`src/ccm_pkg.sv`:
```
// ccm_pkg: shared types and constants of the call-charge meter.
// Used by ccm_pitch, call_charge_meter_core and the bench; no dependencies.
package ccm_pkg;

  // Configuration register indexes
  typedef enum logic [2:0] {
    CFG_UNIT_LENGTH    = 3'd0,
    CFG_MONEY_PER_UNIT = 3'd1,
    CFG_COSTS_LIMIT    = 3'd2,
    CFG_LIMIT_TYPE     = 3'd3,
    CFG_LIMIT_VALUE    = 3'd4,
    CFG_BEEP_ENABLE    = 3'd5
  } cfg_idx_e;

  // Limit kinds
  typedef enum logic [1:0] {
    LIM_SECONDS = 2'd0,
    LIM_MINUTES = 2'd1,
    LIM_HOURS   = 2'd2,
    LIM_UNITS   = 2'd3
  } limit_type_e;

  // Transaction kinds carried in tuser
  localparam logic MODE_TICK    = 1'b0;
  localparam logic MODE_RESTART = 1'b1;

  // Register reset values
  localparam logic [19:0] UNIT_LENGTH_RST = 20'd60;
  localparam logic [31:0] COSTS_LIMIT_RST = 32'hFFFF_FFFF;

  // Unit countdown saturation bounds (22-bit signed, held in 24 bits)
  localparam logic signed [23:0] REM_MIN = -24'sd2097152;
  localparam logic signed [23:0] REM_MAX = 24'sd2097151;

  // Beep: remaining count fits 14 bits for any tick rate up to 1024
  localparam int unsigned  BEEP_REM_W = 14;
  localparam logic [11:0]  PITCH_TOP  = 12'd4000;

  // Beep request handed from the counter stage to the pitch stage
  typedef struct packed {
    logic                  hit;
    logic [BEEP_REM_W-1:0] rem;
  } beep_req_t;

  // Result fields other than the pitch
  typedef struct packed {
    logic [39:0] elapsed_ticks;
    logic [31:0] money_spent;
    logic [31:0] units_used;
    logic        limit_reached;
    logic        cost_warning;
    logic        unit_passed;
    logic        time_advanced;
  } result_t;

endpackage

```
`src/ccm_pitch.sv`:
```
// ccm_pitch: registered beep pitch stage, 4000 - rem*300/TICKS_PER_SECOND.
// Depends on ccm_pkg. The division is a multiply by a rounded-up reciprocal.
module ccm_pitch #(
  parameter int unsigned TICKS_PER_SECOND = 1
) (
  input  logic              clk_i,
  input  logic              en_i,
  input  ccm_pkg::beep_req_t req_i,
  output logic [11:0]       pitch_o
);

  // rem*300 width; reciprocal exact for every x below 2^XW
  localparam int unsigned     XW          = ccm_pkg::BEEP_REM_W + 9;
  localparam int unsigned     RecipShift  = XW + $clog2(TICKS_PER_SECOND);
  localparam longint unsigned RecipFull   =
    ((64'd1 << RecipShift) + TICKS_PER_SECOND - 1) / TICKS_PER_SECOND;
  localparam logic [XW:0]     Recip       = (XW+1)'(RecipFull);
  localparam int unsigned     PW          = 2 * XW + 1;

  logic [XW-1:0] scaled;
  logic [PW-1:0] prod;
  logic [11:0]   quot;
  logic [11:0]   pitch_d;
  logic [11:0]   pitch_q;

  // rem * 300 as shift-adds (300 = 256 + 32 + 8 + 4)
  always_comb begin
    scaled = (XW'(req_i.rem) << 8) + (XW'(req_i.rem) << 5)
           + (XW'(req_i.rem) << 3) + (XW'(req_i.rem) << 2);
  end

  // Divide by the tick rate through the reciprocal
  assign prod    = PW'(scaled) * PW'(Recip);
  assign quot    = 12'(prod >> RecipShift);
  assign pitch_d = req_i.hit ? (ccm_pkg::PITCH_TOP - quot) : 12'd0;

  always_ff @(posedge clk_i) begin
    if (en_i) begin
      pitch_q <= pitch_d;
    end
  end

  assign pitch_o = pitch_q;

endmodule

```
`src/call_charge_meter_core.sv`:
```
// call_charge_meter_core: per-second call-charge meter, top level.
// Depends on ccm_pkg and ccm_pitch.
//
// Takes one transaction per clock on the slave stream while a stage is free
// and returns one result per transaction through a two-stage pipeline: the
// first stage updates the connection counters (delay, units, money, ticks,
// limit counter) and the second turns the end-of-unit countdown into a beep
// pitch with one reciprocal multiply. The sustained rate is one item per
// cycle while the master side takes results; a result passes the first and
// then the second stage register. A stalled master side stalls the pipeline.
// The scaled limit is precomputed in a register whenever the limit registers
// are written. Configuration writes take effect at once and are only meant
// to happen while no transaction is in flight.
module call_charge_meter_core #(
  parameter int unsigned TICKS_PER_SECOND = 1
) (
  input  logic         clk_i,
  input  logic         rst_ni,
  // configuration write port
  input  logic         cfg_we_i,
  input  logic [2:0]   cfg_idx_i,
  input  logic [31:0]  cfg_data_i,
  // input stream
  input  logic         s_axis_tvalid,
  output logic         s_axis_tready,
  input  logic [23:0]  s_axis_tdata,   // [15:0] start_delay, [16] start_suspended
  input  logic [0:0]   s_axis_tuser,   // [0] mode
  // result stream
  output logic         m_axis_tvalid,
  input  logic         m_axis_tready,
  // [0] time_advanced, [1] unit_passed, [2] cost_warning, [3] limit_reached,
  // [15:4] beep_pitch, [47:16] units_used, [79:48] money_spent,
  // [119:80] elapsed_ticks
  output logic [119:0] m_axis_tdata
);

  localparam int unsigned BeepMax  = 10 * TICKS_PER_SECOND;
  localparam logic [21:0] FacSec   = 22'(TICKS_PER_SECOND);
  localparam logic [21:0] FacMin   = 22'(TICKS_PER_SECOND * 60);
  localparam logic [21:0] FacHour  = 22'(TICKS_PER_SECOND * 3600);

  // ---------------------------------------------------------------------
  // Configuration registers
  // ---------------------------------------------------------------------
  logic [19:0] unit_length_q, unit_length_d;
  logic [15:0] money_per_unit_q, money_per_unit_d;
  logic [31:0] costs_limit_q, costs_limit_d;
  logic [1:0]  limit_type_q, limit_type_d;
  logic [15:0] limit_value_q, limit_value_d;
  logic        beep_enable_q, beep_enable_d;
  logic [39:0] lim_q, lim_d;
  logic [21:0] lim_factor;
  logic [37:0] lim_prod;

  always_comb begin
    unit_length_d    = unit_length_q;
    money_per_unit_d = money_per_unit_q;
    costs_limit_d    = costs_limit_q;
    limit_type_d     = limit_type_q;
    limit_value_d    = limit_value_q;
    beep_enable_d    = beep_enable_q;
    if (cfg_we_i) begin
      unique case (cfg_idx_i)
        ccm_pkg::CFG_UNIT_LENGTH:    unit_length_d    = cfg_data_i[19:0];
        ccm_pkg::CFG_MONEY_PER_UNIT: money_per_unit_d = cfg_data_i[15:0];
        ccm_pkg::CFG_COSTS_LIMIT:    costs_limit_d    = cfg_data_i;
        ccm_pkg::CFG_LIMIT_TYPE:     limit_type_d     = cfg_data_i[1:0];
        ccm_pkg::CFG_LIMIT_VALUE:    limit_value_d    = cfg_data_i[15:0];
        ccm_pkg::CFG_BEEP_ENABLE:    beep_enable_d    = cfg_data_i[0];
        default: ;
      endcase
    end
  end

  // Scaled limit follows the register values that take effect this edge
  always_comb begin
    unique case (limit_type_d)
      ccm_pkg::LIM_SECONDS: lim_factor = FacSec;
      ccm_pkg::LIM_MINUTES: lim_factor = FacMin;
      ccm_pkg::LIM_HOURS:   lim_factor = FacHour;
      default:              lim_factor = 22'd1;
    endcase
  end

  assign lim_prod = 38'(limit_value_d) * 38'(lim_factor);
  assign lim_d    = 40'(lim_prod);

  always_ff @(posedge clk_i or negedge rst_ni) begin
    if (!rst_ni) begin
      unit_length_q    <= ccm_pkg::UNIT_LENGTH_RST;
      money_per_unit_q <= 16'd0;
      costs_limit_q    <= ccm_pkg::COSTS_LIMIT_RST;
      limit_type_q     <= 2'd0;
      limit_value_q    <= 16'd0;
      beep_enable_q    <= 1'b0;
      lim_q            <= 40'd0;
    end else begin
      unit_length_q    <= unit_length_d;
      money_per_unit_q <= money_per_unit_d;
      costs_limit_q    <= costs_limit_d;
      limit_type_q     <= limit_type_d;
      limit_value_q    <= limit_value_d;
      beep_enable_q    <= beep_enable_d;
      lim_q            <= lim_d;
    end
  end

  // ---------------------------------------------------------------------
  // Pipeline handshake
  // ---------------------------------------------------------------------
  logic v1_q, v2_q;
  logic s1_ready, s2_ready;
  logic acc;
  logic mode;

  assign s2_ready      = !v2_q || m_axis_tready;
  assign s1_ready      = !v1_q || s2_ready;
  assign s_axis_tready = s1_ready;
  assign acc           = s_axis_tvalid && s_axis_tready;
  assign mode          = s_axis_tuser[0];

  // ---------------------------------------------------------------------
  // Connection state
  // ---------------------------------------------------------------------
  logic [15:0] delay_q, delay_d;
  logic        susp_q, susp_d;
  logic [39:0] tick_q, tick_d;
  logic [21:0] urem_q, urem_d;
  logic [31:0] units_q, units_d;
  logic [31:0] money_q, money_d;
  logic        warned_q, warned_d;
  logic [39:0] lp_q, lp_d;

  logic               counting, susp_eff, advance;
  logic               passed, warn_hit, type_units, do_lp, reached;
  logic signed [23:0] rem_s, rem_wrap, rem_fin, rem_sat;
  logic [40:0]        tick_sum, lp_sum, lp_inc;
  logic [32:0]        units_sum, money_sum;
  logic [31:0]        money_new;
  logic [39:0]        lp_new;
  logic               beep_hit;

  ccm_pkg::result_t   res1_d;
  ccm_pkg::beep_req_t beep1_d;

  // Tick arithmetic, all from the current state
  always_comb begin
    counting   = (delay_q == 16'd0) || (delay_q == 16'd1);
    susp_eff   = (delay_q == 16'd1) ? 1'b0 : susp_q;
    advance    = counting && !susp_eff;
    type_units = (limit_type_q == ccm_pkg::LIM_UNITS);

    rem_s    = $signed({{2{urem_q[21]}}, urem_q}) - $signed(24'(TICKS_PER_SECOND));
    rem_wrap = rem_s + $signed({4'd0, unit_length_q});
    passed   = (rem_s <= 24'sd0);
    rem_fin  = passed ? rem_wrap : rem_s;
    if (rem_fin < ccm_pkg::REM_MIN) begin
      rem_sat = ccm_pkg::REM_MIN;
    end else if (rem_fin > ccm_pkg::REM_MAX) begin
      rem_sat = ccm_pkg::REM_MAX;
    end else begin
      rem_sat = rem_fin;
    end
    beep_hit = !passed && beep_enable_q && (rem_s <= $signed(24'(BeepMax)));

    tick_sum  = {1'b0, tick_q} + 41'(TICKS_PER_SECOND);
    units_sum = {1'b0, units_q} + 33'd1;
    money_sum = {1'b0, money_q} + 33'(money_per_unit_q);
    money_new = money_sum[32] ? 32'hFFFF_FFFF : money_sum[31:0];
    warn_hit  = passed && (money_new >= costs_limit_q) && !warned_q;

    lp_inc  = type_units ? 41'd1 : 41'(TICKS_PER_SECOND);
    lp_sum  = {1'b0, lp_q} + lp_inc;
    lp_new  = lp_sum[40] ? 40'hFF_FFFF_FFFF : lp_sum[39:0];
    do_lp   = advance && (!type_units || passed);
    reached = do_lp && (lim_q != 40'd0) && (lp_new == lim_q);
  end

  // Next state and first-stage result
  always_comb begin
    delay_d  = delay_q;
    susp_d   = susp_q;
    tick_d   = tick_q;
    urem_d   = urem_q;
    units_d  = units_q;
    money_d  = money_q;
    warned_d = warned_q;
    lp_d     = lp_q;
    res1_d   = '0;
    beep1_d  = '0;
    if (acc) begin
      if (mode == ccm_pkg::MODE_RESTART) begin
        // restart transaction
        delay_d  = s_axis_tdata[15:0];
        susp_d   = s_axis_tdata[16];
        tick_d   = 40'd0;
        urem_d   = {2'b00, unit_length_q};
        units_d  = 32'd1;
        money_d  = 32'(money_per_unit_q);
        warned_d = 1'b0;
        lp_d     = 40'd0;
      end else begin
        // tick transaction
        if (delay_q != 16'd0) begin
          delay_d = delay_q - 16'd1;
        end
        susp_d = susp_eff;
        if (advance) begin
          tick_d = tick_sum[40] ? 40'hFF_FFFF_FFFF : tick_sum[39:0];
          urem_d = 22'(rem_sat);
          if (passed) begin
            units_d = units_sum[32] ? 32'hFFFF_FFFF : units_sum[31:0];
            money_d = money_new;
          end
          if (warn_hit) begin
            warned_d = 1'b1;
          end
          if (do_lp) begin
            lp_d = lp_new;
          end
          res1_d.time_advanced = 1'b1;
          res1_d.unit_passed   = passed;
          res1_d.cost_warning  = warn_hit;
          res1_d.limit_reached = reached;
          beep1_d.hit          = beep_hit;
          beep1_d.rem          = rem_s[ccm_pkg::BEEP_REM_W-1:0];
        end
      end
      res1_d.units_used    = units_d;
      res1_d.money_spent   = money_d;
      res1_d.elapsed_ticks = tick_d;
    end
  end

  always_ff @(posedge clk_i or negedge rst_ni) begin
    if (!rst_ni) begin
      delay_q  <= 16'd0;
      susp_q   <= 1'b0;
      tick_q   <= 40'd0;
      urem_q   <= {2'b00, ccm_pkg::UNIT_LENGTH_RST};
      units_q  <= 32'd1;
      money_q  <= 32'd0;
      warned_q <= 1'b0;
      lp_q     <= 40'd0;
    end else begin
      delay_q  <= delay_d;
      susp_q   <= susp_d;
      tick_q   <= tick_d;
      urem_q   <= urem_d;
      units_q  <= units_d;
      money_q  <= money_d;
      warned_q <= warned_d;
      lp_q     <= lp_d;
    end
  end

  // ---------------------------------------------------------------------
  // Stage registers
  // ---------------------------------------------------------------------
  ccm_pkg::result_t   res1_q, res2_q;
  ccm_pkg::beep_req_t beep1_q;
  logic [11:0]        pitch2;
  logic               s2_load;

  assign s2_load = v1_q && s2_ready;

  always_ff @(posedge clk_i or negedge rst_ni) begin
    if (!rst_ni) begin
      v1_q <= 1'b0;
      v2_q <= 1'b0;
    end else begin
      if (s1_ready) begin
        v1_q <= acc;
      end
      if (s2_ready) begin
        v2_q <= v1_q;
      end
    end
  end

  always_ff @(posedge clk_i) begin
    if (acc) begin
      res1_q  <= res1_d;
      beep1_q <= beep1_d;
    end
    if (s2_load) begin
      res2_q <= res1_q;
    end
  end

  // Beep pitch, registered alongside the second stage
  ccm_pitch #(
    .TICKS_PER_SECOND(TICKS_PER_SECOND)
  ) u_pitch (
    .clk_i  (clk_i),
    .en_i   (s2_load),
    .req_i  (beep1_q),
    .pitch_o(pitch2)
  );

  assign m_axis_tvalid = v2_q;
  assign m_axis_tdata  = {res2_q.elapsed_ticks, res2_q.money_spent, res2_q.units_used,
                          pitch2, res2_q.limit_reached, res2_q.cost_warning,
                          res2_q.unit_passed, res2_q.time_advanced};

  // ---------------------------------------------------------------------
  // Assertions
  // ---------------------------------------------------------------------
  // Slave side only stalls when both stages hold a transaction
  a_ready_full: assert property (@(posedge clk_i) disable iff (!rst_ni)
    !s_axis_tready |-> (v1_q && v2_q))
    else $error("input stalled with a free pipeline stage");

  // A new unit is only reported on a counted tick
  a_unit_counted: assert property (@(posedge clk_i) disable iff (!rst_ni)
    (m_axis_tvalid && m_axis_tdata[1]) |-> m_axis_tdata[0])
    else $error("unit passed without time advance");

  // Beep only on a counted tick that did not start a unit
  a_beep_ok: assert property (@(posedge clk_i) disable iff (!rst_ni)
    (m_axis_tvalid && (m_axis_tdata[15:4] != 12'd0)) |->
      (m_axis_tdata[0] && !m_axis_tdata[1]))
    else $error("beep pitch on a wrong tick");

  // Cost warning arms the one-shot flag
  a_warn_once: assert property (@(posedge clk_i) disable iff (!rst_ni)
    (acc && (mode == ccm_pkg::MODE_TICK) && advance && warn_hit) |=> warned_q)
    else $error("cost warning did not latch");

  // Elapsed time never goes back on a tick
  a_tick_mono: assert property (@(posedge clk_i) disable iff (!rst_ni)
    (acc && (mode == ccm_pkg::MODE_TICK)) |=> (tick_q >= $past(tick_q)))
    else $error("elapsed ticks decreased");

endmodule

```
`config.mk`:
```
export PLATFORM = sky130hd
export DESIGN_NAME = call_charge_meter_core
export DESIGN_NICKNAME = d
export VERILOG_FILES = /design/src/ccm_pkg.sv /design/src/ccm_pitch.sv /design/src/call_charge_meter_core.sv
export SDC_FILE = /design/constraint.sdc
export NUM_CORES = 1
export LEC_CHECK = 0
export ABC_AREA = 1
export BUFFER_PORTS_ARGS = -buffer_cell sky130_fd_sc_hd__buf_2
export CAP_MARGIN = 20
export CORE_ASPECT_RATIO = 1.25
export CORE_MARGIN = 5
export CORE_UTILIZATION = 40
export CTS_CLUSTER_SIZE = 14
export DETAILED_ROUTE_END_ITERATION = 16
export SYNTH_ARGS = -nofsm -noshare
export SYNTH_HDL_FRONTEND = slang
export SYNTH_HIERARCHICAL = 1
export SYNTH_SLANG_ARGS = --single-unit
```
`constraint.sdc`:
```
create_clock -name clk_i -period 9.64 [get_ports clk_i]
set_input_delay 1.446 -clock clk_i [delete_from_list [all_inputs] [get_ports clk_i]]
set_output_delay 1.446 -clock clk_i [all_outputs]
set_load 0.01 [all_outputs]
```
# --- Word-level counts from Yosys, hierarchy flattened ---
# Cells that the tools add are included.
totals:
  register_bits: 550
  latchBits: 0
  ramBits: 0
  rom_bits: 0
  in_bits: 65
  output_inout_bits: 122
  wordCells: 132
  memories: 0
op_classes:
  n_addsub: 11
  multipliers: 1
  div: 0
  order_cmp: 5
  eq_ne: 10
  shift: 0
  n_mux: 33
  bitwise_logic: 1
  n_reduce_logical: 37
op_table:
  columns: ["cell", "n"]
  rows:
  - ["40-bit 2-to-1 mux", 7]
  - ["32-bit 2-to-1 mux", 8]
  - ["22-bit 2-to-1 mux", 4]
  - ["40-bit by 1-bit adder with 41-bit output (second input constant)", 2]
  - ["16-bit 2-to-1 mux", 4]
  - ["40-bit by 38-bit equality test with 1-bit output", 1]
  - ["40-bit nonzero test", 1]
  - ["16-bit by 22-bit multiplier with 38-bit output", 1]
  - ["12-bit adder", 3]
  - ["32-bit by 1-bit adder with 33-bit output (second input constant)", 1]
  - ["32-bit by 16-bit adder with 33-bit output", 1]
  - ["32-bit greater-or-equal comparator", 1]
  - ["23-bit by 21-bit adder with 24-bit output", 1]
  - ["24-bit by 22-bit greater-than comparator with 1-bit output (second input constant)", 1]
  - ["24-bit by 22-bit less-than comparator with 1-bit output (second input constant)", 1]
  - ["24-bit 2-to-1 mux", 1]
  - ["12-bit one-hot mux with 2 select lines", 1]
  - ["23-bit by 1-bit less-or-equal comparator with 1-bit output (second input constant)", 1]
  - ["23-bit by 5-bit less-or-equal comparator with 1-bit output (second input constant)", 1]
  - ["22-bit by 2-bit subtractor with 23-bit output (second input constant)", 1]
  - ["16-bit by 1-bit equality test with 1-bit output (second input constant)", 1]
  - ["16-bit zero test", 1]
  - ["16-bit nonzero test", 1]
  - ["16-bit by 1-bit subtractor with 16-bit output (second input constant)", 1]
  - ["17 further kinds", 52]

# --- Longest topological paths before layout ---
# Gate-level depths: netlist of run 1.
depth:
  word_depth: 8
  depth_mapped: 36
  depth_no_buf: 34

# --- By module ---
# The synthesis of run 1 kept the hierarchy.
modules_own_cells:
  columns: ["module", "instances", "cells_each", "area_each_um2", "seq_area_each_um2"]
  rows:
  - ["call_charge_meter_core", 1, 3933, 33015.4, 14570.2]
  - ["ccm_pitch", 1, 169, 1315.0, 300.3]

# --- Worst setup path before layout of run 1 ---
# No wires, ideal clock.
synth_path:
  kind: "input -> register"
  from: "input m_axis_tready"
  to: "register res2_q (netlist bit m_axis_tdata[0]), enable pin"
  setup_time_ns: 0.634
  arrival_ns: 7.169
  required_ns: 9.006
  path_slack_ns: 1.837
  cell_stages: 2
  n_path_buf: 0
  path_cell_list: "inv_1 > a21oi_1"
synth_between:
  elab_chain_cells: 2
synth_lines:
  columns: ["element", "line", "source"]
  rows:
  - ["start: declaration", "call_charge_meter_core.sv:30", "input logic m_axis_tready,"]
  - ["1-bit logical OR", "call_charge_meter_core.sv:116", "assign s2_ready = !v2_q || m_axis_tready;"]
  - ["1-bit logical AND", "call_charge_meter_core.sv:265", "assign s2_load = v1_q && s2_ready;"]
  - ["net s2_load", "call_charge_meter_core.sv:263", "logic s2_load;"]
  - ["end signal: assignment", "call_charge_meter_core.sv:287", "res2_q <= res1_q;"]
  - ["end: declaration", "call_charge_meter_core.sv:260", "ccm_pkg::result_t res1_q, res2_q;"]
# The timed path passes the listed nets, and every way through them passes these cells.
# A chain may end at the register's enable or synchronous reset.

# --- Worst setup path in the final report of run 1 ---
layout_path:
  from: "input cfg_idx_i[2]"
  to: "register lim_q[23]"
layout_between:
  elab_chain_cells: 6
  elab_cells_between_ends: 10
  cone_classes: "1 x mul; 4 x eq/ne; 5 x mux"
layout_lines:
  columns: ["element", "line", "source"]
  rows:
  - ["start: declaration", "call_charge_meter_core.sv:21", "input logic [2:0] cfg_idx_i,"]
  - ["3-bit by 2-bit equality test with 1-bit output *", "call_charge_meter_core.sv:63", "unique case (cfg_idx_i)"]
  - ["2-bit 2-to-1 mux *", "call_charge_meter_core.sv:63", null]
  - ["2-bit 2-to-1 mux *", "call_charge_meter_core.sv:62", "if (cfg_we_i) begin"]
  - ["net limit_type_d[1]", "call_charge_meter_core.sv:48", "logic [1:0] limit_type_q, limit_type_d;"]
  - ["2-bit equality test or 2-bit by 1-bit equality test with 1-bit output (tied branches)", "call_charge_meter_core.sv:77", "unique case (limit_type_d)"]
  - ["12-bit one-hot mux with 2 select lines *", "call_charge_meter_core.sv:77", null]
  - ["16-bit by 22-bit multiplier with 38-bit output *", "call_charge_meter_core.sv:85", "assign lim_prod = 38'(limit_value_d) * 38'(lim_factor);"]
  - ["net lim_prod[23]", "call_charge_meter_core.sv:53", "logic [37:0] lim_prod;"]
  - ["end signal: assignment", "call_charge_meter_core.sv:104", "lim_q <= lim_d;"]
  - ["end: declaration", "call_charge_meter_core.sv:51", "logic [39:0] lim_q, lim_d;"]
# Mark *: on every way through the listed nets, which the timed path passes. The rest lies on a longest branch.

==> summary.md, run 1 <==
| Metric | Value |
|---|---|
| Status | finished clean |
| Fillers | approximately 8500 |
| Final GP Congestion | 0.9288 |
| Slowest cell on crit path | ha_1 |
| CTS tree | done |
| Antenna violations before repair | 4 |
| Rows | 120 |
| CP max stage delay | roughly 0.63 ns |
| Ports | between 150 and 200 |
| Post-CTS Resized | 0 |
| Share of layout cells above drive strength 1 | 8.925% |
| TritonCTS buffer count | 57 |
| Inst Count DP | 5273 |
| DR DRC count | 0 |
| Worst Path Arrival | just under 8 ns |
| Largest net degree at the start of global routing | about 170 |
| Vias per Instance | between 5 and 6 |
| DP Worst Slack | between 1.5 and 2 ns |
| Die ar. | roughly 91000 µm² |
| H-tree depth | 2 |
| Tot GR Track Use | between 10% and 20% |
| Synthesized area | about 34000 µm² |
| Final min period | 7.374 ns |
| Area growth syn-to-layout | 11.58% |
| Post-CTS Hold Fix Bufs | 0 |
| Most used cell, CP | inv_1 |
| Final wirelength | between 90000 and 100000 µm |
| Setup tns final | 0 ns |
| Layout Nets | 4597 |
| DRT Pass-1 Iters | 8 |
| Peak Freq | 135.6 MHz |
| Leak Pwr | ~18 nW |
| Final cell count without fillers | around 5400 |
| First-pass GRT wire length | about 150000 µm |
| Setup Skew | 0.02217 ns |
| Core Box Area | around 85000 µm² |
| Syn_area_per_cell | ~8.4 µm² |
| Slew HR | approximately a quarter |
| 1st-iter DRT viols | roughly 1800 |
| Maxcap violations | 0 |
| CTS Sinks | 540 |
| Post-CTS Setup Inserts | 0 |
| Worst Slack Setup Final | between 2 and 2.5 ns |
| Critical path required time | 10.13 ns |
| Register area | roughly 15000 µm² |
| Post-DR wirelength/cell | around 17 µm |
| Fin area | 38150 µm² |
| Die span in y | roughly 340 µm |
| Placed cell areas | ~36000 µm² |
| Clock Pin Slew Worst Setup and Hold Paths | 0.06 ns |
| IO buf count | 177 |
| CP delay by family, top | adder cells |
| Yosys Warn Count | 6 |
| Clk root buf | clkbuf_16 |
| Initial Util | between 40% and 50% |
| Worst Hold Class | reg -> reg |
| Max-slew violations | 0 |
| Final Hold Viols | 0 |
| Vias in the first global route | between 20000 and 30000 |
| Final setup fails | 0 |
| Crit path buf inv count | 8 |
| Worst-Margin Slew | between 1 and 1.5 ns |
| Crit path max fanout | 18 |
| Skew-Pair Late Insertion Delay | around 0.63 ns |
| Multi-input gate area | between 15000 and 20000 µm² |
| Final Cycle Share | about 76% |
| Worst vdd ir | 0.3408 mV |
| Gr ovfl total | 0 |
| Vias | around 28000 |
| Crit. End Element | register |
| Critical Path Source Type | input pin |
| Routed Antenna Nets | 0 |
| Post-layout util | about 45% |
| Clock Tree Buf Depth | 3 |
| Die Span X | 271.5 µm |
| RSZ-0062 raised after global routing | no |
| Kind of critical path | in -> reg |
| Hpwl dp | 69810 µm |
| Post-synthesis instance total | between 4000 and 5000 |
| Power Density | 250.3 nW/µm² |
[final cells by class]
| type | instances | share of cell area [%] |
|---|---|---|
| repair buffers | 204 | 3.024 |
| well taps | 1098 | 3.601 |
| clock inverters | 30 | 0.9215 |
| diodes | 1 | 0.006559 |
| multi-input cells | 2809 | 43.54 |
| clock buffers | 73 | 4.086 |
| inverters | 624 | 6.159 |
| flip-flops and latches | 540 | 38.66 |
[sequential cells by signal (all words and copies together) (netlist names), 2 cells and up]
name              count
unit_length_q        20
limit_value_q        16
m_axis_tdata        108
tick_q               40
res1_q              108
money_q              32
u_pitch/pitch_o      10
money_per_unit_q     16
units_q              32
lim_q                30
urem_q               22
delay_q              16
beep1_q              11
costs_limit_q        32
limit_type_q          2
lp_q                 40
[power breakdown]
part	internal (mW)	switching (mW)
Combinational	1.64	2.67
Sequential	2.77	0.201
Clock	1.33	0.941
[stage by stage]
stage	power [mW]	hold WS [ns]
finish	9.548	0.4128
global route	10.42	0.4205
global placement	7.307	0.4008
detailed placement	7.338	0.4045
CTS	9.674	0.4117
floorplan	6.294	0.4003
[cells in the final DEF (no fill, tap or decap), types with 155 or more instances in the layout]
cell type / n
dfrtp_1: 262
o21ai_0: 324
buf_2: 175
nor2_1: 362
ha_1: 212
nand2_1: 853
edfxtp_1: 237
nand3_1: 215
inv_1: 619
a21oi_1: 155
[final timing paths]
kind | startpoint | to | slack (ns) | cells past startpoint
worst max-delay path | cfg_idx_i[2] | lim_q[23] | 2.27 | 29
worst min-delay path | res1_q[41] | m_axis_tdata[53] | 0.41 | 0
worst max register to register | limit_type_q[1] | lim_q[23] | 3.30 | 28
worst min register to register | res1_q[41] | m_axis_tdata[53] | 0.41 | 0
max in group asynchronous | rst_ni | urem_q[6] | 7.36 | 2
min in group asynchronous | rst_ni | tick_q[36] | 0.80 | 1
[layer usage]
metal	GRT usage, %	part of all wire, %	vias up
met4	5.303	2.5	2
li1	-	-	13810
met1	25.43	42	13300
met5	0	0.014	-
met3	2.292	4.2	129
met2	35.84	51	607
No activity file was read; power rests on OpenSTA's default activity.
==> run 2: changes to the inputs <==
==> constraint.sdc (replaced) <==
create_clock -name clk_i -period 7.5 [get_ports clk_i]
set_input_delay 1.125 -clock clk_i [delete_from_list [all_inputs] [get_ports clk_i]]
set_output_delay 1.125 -clock clk_i [all_outputs]
set_load 0.01 [all_outputs]
==> run 2 against run 1 <==
Effect of this change:
- register-to-register slack lost 1.6 ns
- wire length grew 0.86%
- non-clock buffer count grew 16
- sequential power grew 29%
- critical endpoint unchanged
- highest routed layer is now met4
==> summary.md, run 2 (synthesized netlist as in run 1, its figures left out) <==
| Metric | Value |
|---|---|
| Share of layout cells above drive strength 1 | roughly a tenth |
| DP Worst Slack | ~0.3 ns |
| Rows | 120 |
| Setup tns final | 0 ns |
| Ports | approximately 190 |
| Final min period | between 6 and 7 ns |
| Worst Slack Setup Final | a little under 1 ns |
| ANT cells | 0 |
| Layout Nets | 4613 |
| Slowest cell on crit path | fa_1 |
| Final Cycle Share | 87.11% |
| First-pass GRT wire length | about 150000 µm |
| DRT Pass-1 Iters | 5 |
| Vias in the first global route | ~27000 |
| Clk root buf | clkbuf_16 |
| WHS Path Cells | 0 |
| Most common cell after layout, fill and taps aside | nand2_1 |
| Slew HR | between 20% and 30% |
| Reg2reg end | lim_q[23] |
| Worst hold slack | 0.4168 ns |
| Largest net degree at the start of global routing | approximately 160 |
| Crit path max fanout | 11 |
| Clock Pin Slew Worst Setup and Hold Paths | ~0.06 ns |
| Seq pwr share | 31.0% |
| Most frequent cells in the layout | nand2_1, inv_1, nor2_1 |
| IO buf count | between 150 and 200 |
| Power Density | 321.9 nW/µm² |
| Kind of critical path | in -> reg |
| Antenna violations before repair | 3 |
| Final GP Congestion | between 0.9 and 1 |
| Die ar. | 91470 µm² |
| Maxcap violations | 0 |
| DR DRC count | 0 |
| Power share of the clock group | 24.1% |
| Die Span X | approximately 270 µm |
| Hpwl dp | between 70000 and 80000 µm |
| Initial Util | 40.10% |
| Crit. End Element | register |
| Worst Path Arrival | ~7 ns |
| CTS tree | done |
| Post-layout util | 44.92% |
| RR Startpoint | limit_type_q[0] |
| Core Box Area | approximately 85000 µm² |
| TritonCTS buffer count | 57 |
| Multi-input gate area | between 15000 and 20000 µm² |
| Worst-Margin Slew | ~1.1 ns |
| Tot GR Track Use | between 20% and 30% |
| Internal reg-to-reg setup slack | between 1.5 and 2 ns |
| CP max stage delay | ~0.52 ns |
| Die span in y | around 340 µm |
| Post-CTS Setup Inserts | 0 |
| Final wirelength | roughly 93000 µm |
| Register area | 14750 µm² |
| Setup Skew | between 0.02 and 0.03 ns |
| Critical Path Source Type | input pin |
| Final Hold Viols | 0 |
| Beginning of the critical path | cfg_idx_i[2] |
| Critical path required time | 7.99 ns |
| 1st-iter DRT viols | slightly below 2000 |
| Most used cell, CP | inv_1 |
| Vias | between 20000 and 30000 |
| Logic pwr share | 44.9% |
| Final setup fails | 0 |
| Clock Tree Buf Depth | 3 |
| Status | finished clean |
| H-tree depth | 2 |
| Net Sw Power | 4.904 mW |
| Critical Path Sink | lim_q[23] |
| Switch share | 39.76% |
| Worst vdd ir | slightly above 0.4 mV |
| CTS Sinks | 540 |
| Worst Hold Class | reg -> reg |
| Area growth syn-to-layout | 12.04% |
| Post-CTS Resized | 0 |
| Peak Freq | between 150 and 200 MHz |
| Gr ovfl total | 0 |
| R2R depth | 30 |
| Max-slew violations | 0 |
| Vias per Instance | approximately 5 |
| Power, Total | about 12 mW |
| Cell internal pwr | 7.429 mW |
| Fillers | 8596 |
| Skew-Pair Late Insertion Delay | ~0.63 ns |
| Post-CTS Hold Fix Bufs | 0 |
| Routed Antenna Nets | 0 |
| Post-DR wirelength/cell | 17.30 µm |
| RSZ-0062 raised after global routing | no |
| Leak Pwr | about 18 nW |
## run 2: power by group through the flow
stage	registers [mW]	clock network, mW	logic [mW]
final	3.82	2.97	5.54
after global routing	3.86	3.18	6.40
after detailed placement	3.88	0	5.59
after CTS	3.83	3.06	5.63
after floorplan	3.83	0	4.25
after global placement	3.88	0	5.57
## run 2: critical path: cells and delay by family
family / cells / cell delay, ns
adders and majority gates: 7 / 2.87
xor gates and xnor gates: 1 / 0.14
buffers and inverters: 10 / 0.85
and+or+nand+nor: 8 / 1.00
AOI/OAI and AO/OA: 5 / 1.04
## run 2: final cells by class
cell class                      instances  area share (%)
Multi-Input combinational cell       2809           43.38
Tap cell                             1098           3.586
Sequential cell                       540           38.50
Clock inverter                         29           1.029
Timing Repair Buffer                  220           3.305
Inverter                              624           6.133
Clock buffer                           76           4.069
## run 2: worst min path at each step
stage,slack [ns],endpoint,from
6_report,0.42,m_axis_tdata[101],res1_q[89]
5_1_grt,0.42,m_axis_tdata[74],res1_q[62]
4_1_cts,0.42,m_axis_tdata[88],res1_q[76]
3_5_place_dp,0.40,m_axis_tdata[101],res1_q[89]
3_3_place_gp,0.40,m_axis_tdata[75],res1_q[63]
2_1_floorplan,0.40,m_axis_tdata[0],res1_q[0]
## run 2: layer usage
| layer | up-vias | routed length [µm] | track usage (%) |
|---|---|---|---|
| li1 | 13820 | - | - |
| met1 | 13190 | 39260 | 25.33 |
| met2 | 611 | 47310 | 36.41 |
| met3 | 166 | 3769 | 2.292 |
| met4 | 0 | 2999 | 6.073 |
| met5 | - | 0 | 0 |
## run 2: stage by stage
step	cells	area, µm²
6_report	5396	38310
5_1_grt	5396	38310
4_1_cts	5394	38260
3_5_place_dp	5289	36310
3_3_place_gp	5288	36300
2_1_floorplan	4095	34200
==> run 3: changes to the inputs <==
--- a/config.mk
+++ b/config.mk
@@ -8,8 +8,6 @@
 export ABC_AREA = 1
 export BUFFER_PORTS_ARGS = -buffer_cell sky130_fd_sc_hd__buf_2
 export CAP_MARGIN = 20
-export CORE_ASPECT_RATIO = 1.25
-export CORE_MARGIN = 5
 export CORE_UTILIZATION = 40
 export CTS_CLUSTER_SIZE = 14
 export DETAILED_ROUTE_END_ITERATION = 16
==> run 3 against run 2 <==
Effect of this change:
- count of clock-buffer cells in the layout down 1
- global-route usage up 0.85 points
- via count about the same
- non-clock buffer count unchanged
- utilization up 0.94 points
- sequential power about the same
- power up 2.6%
- clock power up 9.1%
- critical path depth down 1
- critical path type unchanged
- highest routed layer unchanged
==> summary.md, run 3 (synthesized netlist as in run 1, its figures left out) <==
| Metric | Value |
|---|---|
| Beginning of the critical path | cfg_idx_i[2] |
| Tot GR Track Use | between 20% and 30% |
| H-tree depth | 2 |
| RSZ-0062 raised after global routing | no |
| Worst-Margin Slew | 1.042 ns |
| Area growth syn-to-layout | 12.77% |
| Slowest cell on crit path | ha_1 |
| Most used cell, CP | inv_1 |
| 1st-iter DRT viols | approximately 2000 |
| Worst Hold Class | reg -> reg |
| Worst Slack Setup Final | 0.8946 ns |
| Worst hold slack | ~0.41 ns |
| Max-slew violations | 0 |
| Most common cell after layout, fill and taps aside | nand2_1 |
| Kind of critical path | in -> reg |
| Final Cycle Share | 88.07% |
| Critical path required time | 7.99 ns |
| Final min period | 6.605 ns |
| CP delay by family, top | adder cells |
| CP max stage delay | between 0.6 and 0.7 ns |
| CTS Sinks | 540 |
| Gr ovfl total | 0 |
| Hpwl dp | around 68000 µm |
| Crit path buf inv count | 9 |
| RR Startpoint | limit_type_q[0] |
| Setup Skew | approximately 0.055 ns |
| IO buf count | around 180 |
| Worst Path Arrival | about 7.1 ns |
| Setup tns final | 0 ns |
| Vias | about 28000 |
| Final wirelength | between 90000 and 100000 µm |
| Slew HR | between 30% and 40% |
| Post-DR wirelength/cell | approximately 17 µm |
| Clock Tree Buf Depth | 3 |
| Worst vdd ir | ~0.35 mV |
| Maxcap violations | 0 |
| Skew-Pair Late Insertion Delay | ~0.66 ns |
| Vias per Instance | 5.104 |
| Power, Total | approximately 13 mW |
| Most frequent cells in the layout | nand2_1, inv_1, nor2_1 |
| Post-CTS Setup Inserts | 0 |
| Layout Nets | 4616 |
| Rows | ~110 |
| Post-CTS Hold Fix Bufs | 0 |
| Ports | roughly 190 |
| DRT Pass-1 Iters | 5 |
| Final GP Congestion | 0.9375 |
| First-pass GRT wire length | 145000 µm |
| Worst hold start | res1_q[54] |
| TritonCTS buffer count | 60 |
| Die ar. | ~87000 µm² |
| Post-CTS Resized | 0 |
| Largest net degree at the start of global routing | between 100 and 150 |
| Status | finished clean |
| Die Span X | around 300 µm |
| Share of layout cells above drive strength 1 | under 10% |
| Leak Pwr | approximately 18 nW |
| CTS tree | done |
| Routed Antenna Nets | 0 |
| Clk root buf | clkbuf_16 |
| Crit path max fanout | 15 |
| DR DRC count | 0 |
| Crit. End Element | register |
| Die span in y | 294.4 µm |
| ANT cells | 0 |
| Critical Path Source Type | input pin |
| Peak Freq | between 150 and 200 MHz |
| Antenna violations before repair | 1 |
| Vias in the first global route | between 20000 and 30000 |
| Final Hold Viols | 0 |
| Core Box Area | ~84000 µm² |
| DP Worst Slack | approximately 0.24 ns |
| Power Density | around 330 nW/µm² |
| Clock Pin Slew Worst Setup and Hold Paths | about 0.070 ns |
| Initial Util | 40.67% |
| Final setup fails | 0 |
run 3: cell types whose count changed in the layout (fill, tap and decap cells not counted), sizes merged:
cell | previous run | this run
clkbuf | 76 | 75
clkinv | 15 | 21
bufinv | 8 | 12
run 3: worst reg2reg max path, delay by kind of cell, from the launching register on:
kind / cells / cell delay [ns]
flops: 1 / 0.34
simple gates: 7 / 0.69
compound gates: 5 / 0.90
buf+inv: 11 / 1.00
xor+xnor: 1 / 0.14
fa+ha+maj: 7 / 2.75
run 3: per-layer routing:
layer  share of wire (%)  vias to the layer above  routed length [µm]  GRT usage [%]
li1                    -                    13820                   -              -
met1                  46                    13140               41880          28.71
met5                   0                        -                   0              0
met3                 4.8                      153                4353          2.948
met4                 2.9                        0                2661          6.733
met2                  46                      657               41540          34.04
run 3: stage by stage:
step / area [µm²] / utilization (%) / cells
4_1_cts: 38530 / 45.82 / 5439
5_1_grt: 38560 / 45.86 / 5441
6_report: 38560 / 45.86 / 5441
3_5_place_dp: 36350 / 43.23 / 5325
3_3_place_gp: 36350 / 43.23 / 5325
2_1_floorplan: 34200 / - / 4095
run 3: path summary, 6_finish.rpt:
check	end	cells after the start	slack [ns]
setup / recovery	lim_q[23]	30	0.89
hold / removal	m_axis_tdata[66]	0	0.41
setup reg to reg	lim_q[23]	31	1.52
hold reg to reg	m_axis_tdata[66]	0	0.41
max in group asynchronous	unit_length_q[10]	2	5.64
min in group asynchronous	lp_q[33]	1	0.48
run 3: cell type report:
type / instances / area (µm²)
fillers: 8405 / 45520
multi-input cells: 2809 / 16610
flip-flops and latches: 540 / 14750
inverters: 624 / 2350
clock buffers: 75 / 1588
well taps: 1134 / 1419
repair buffers: 220 / 1254
clock inverters: 39 / 588.1
run 3: where the power goes:
group          internal, mW  switching [mW]  total [mW]
Combinational          2.13            3.47        5.60
Clock                  1.93            1.30        3.24
Sequential             3.56           0.259        3.82
Total                  7.63            5.03        12.7
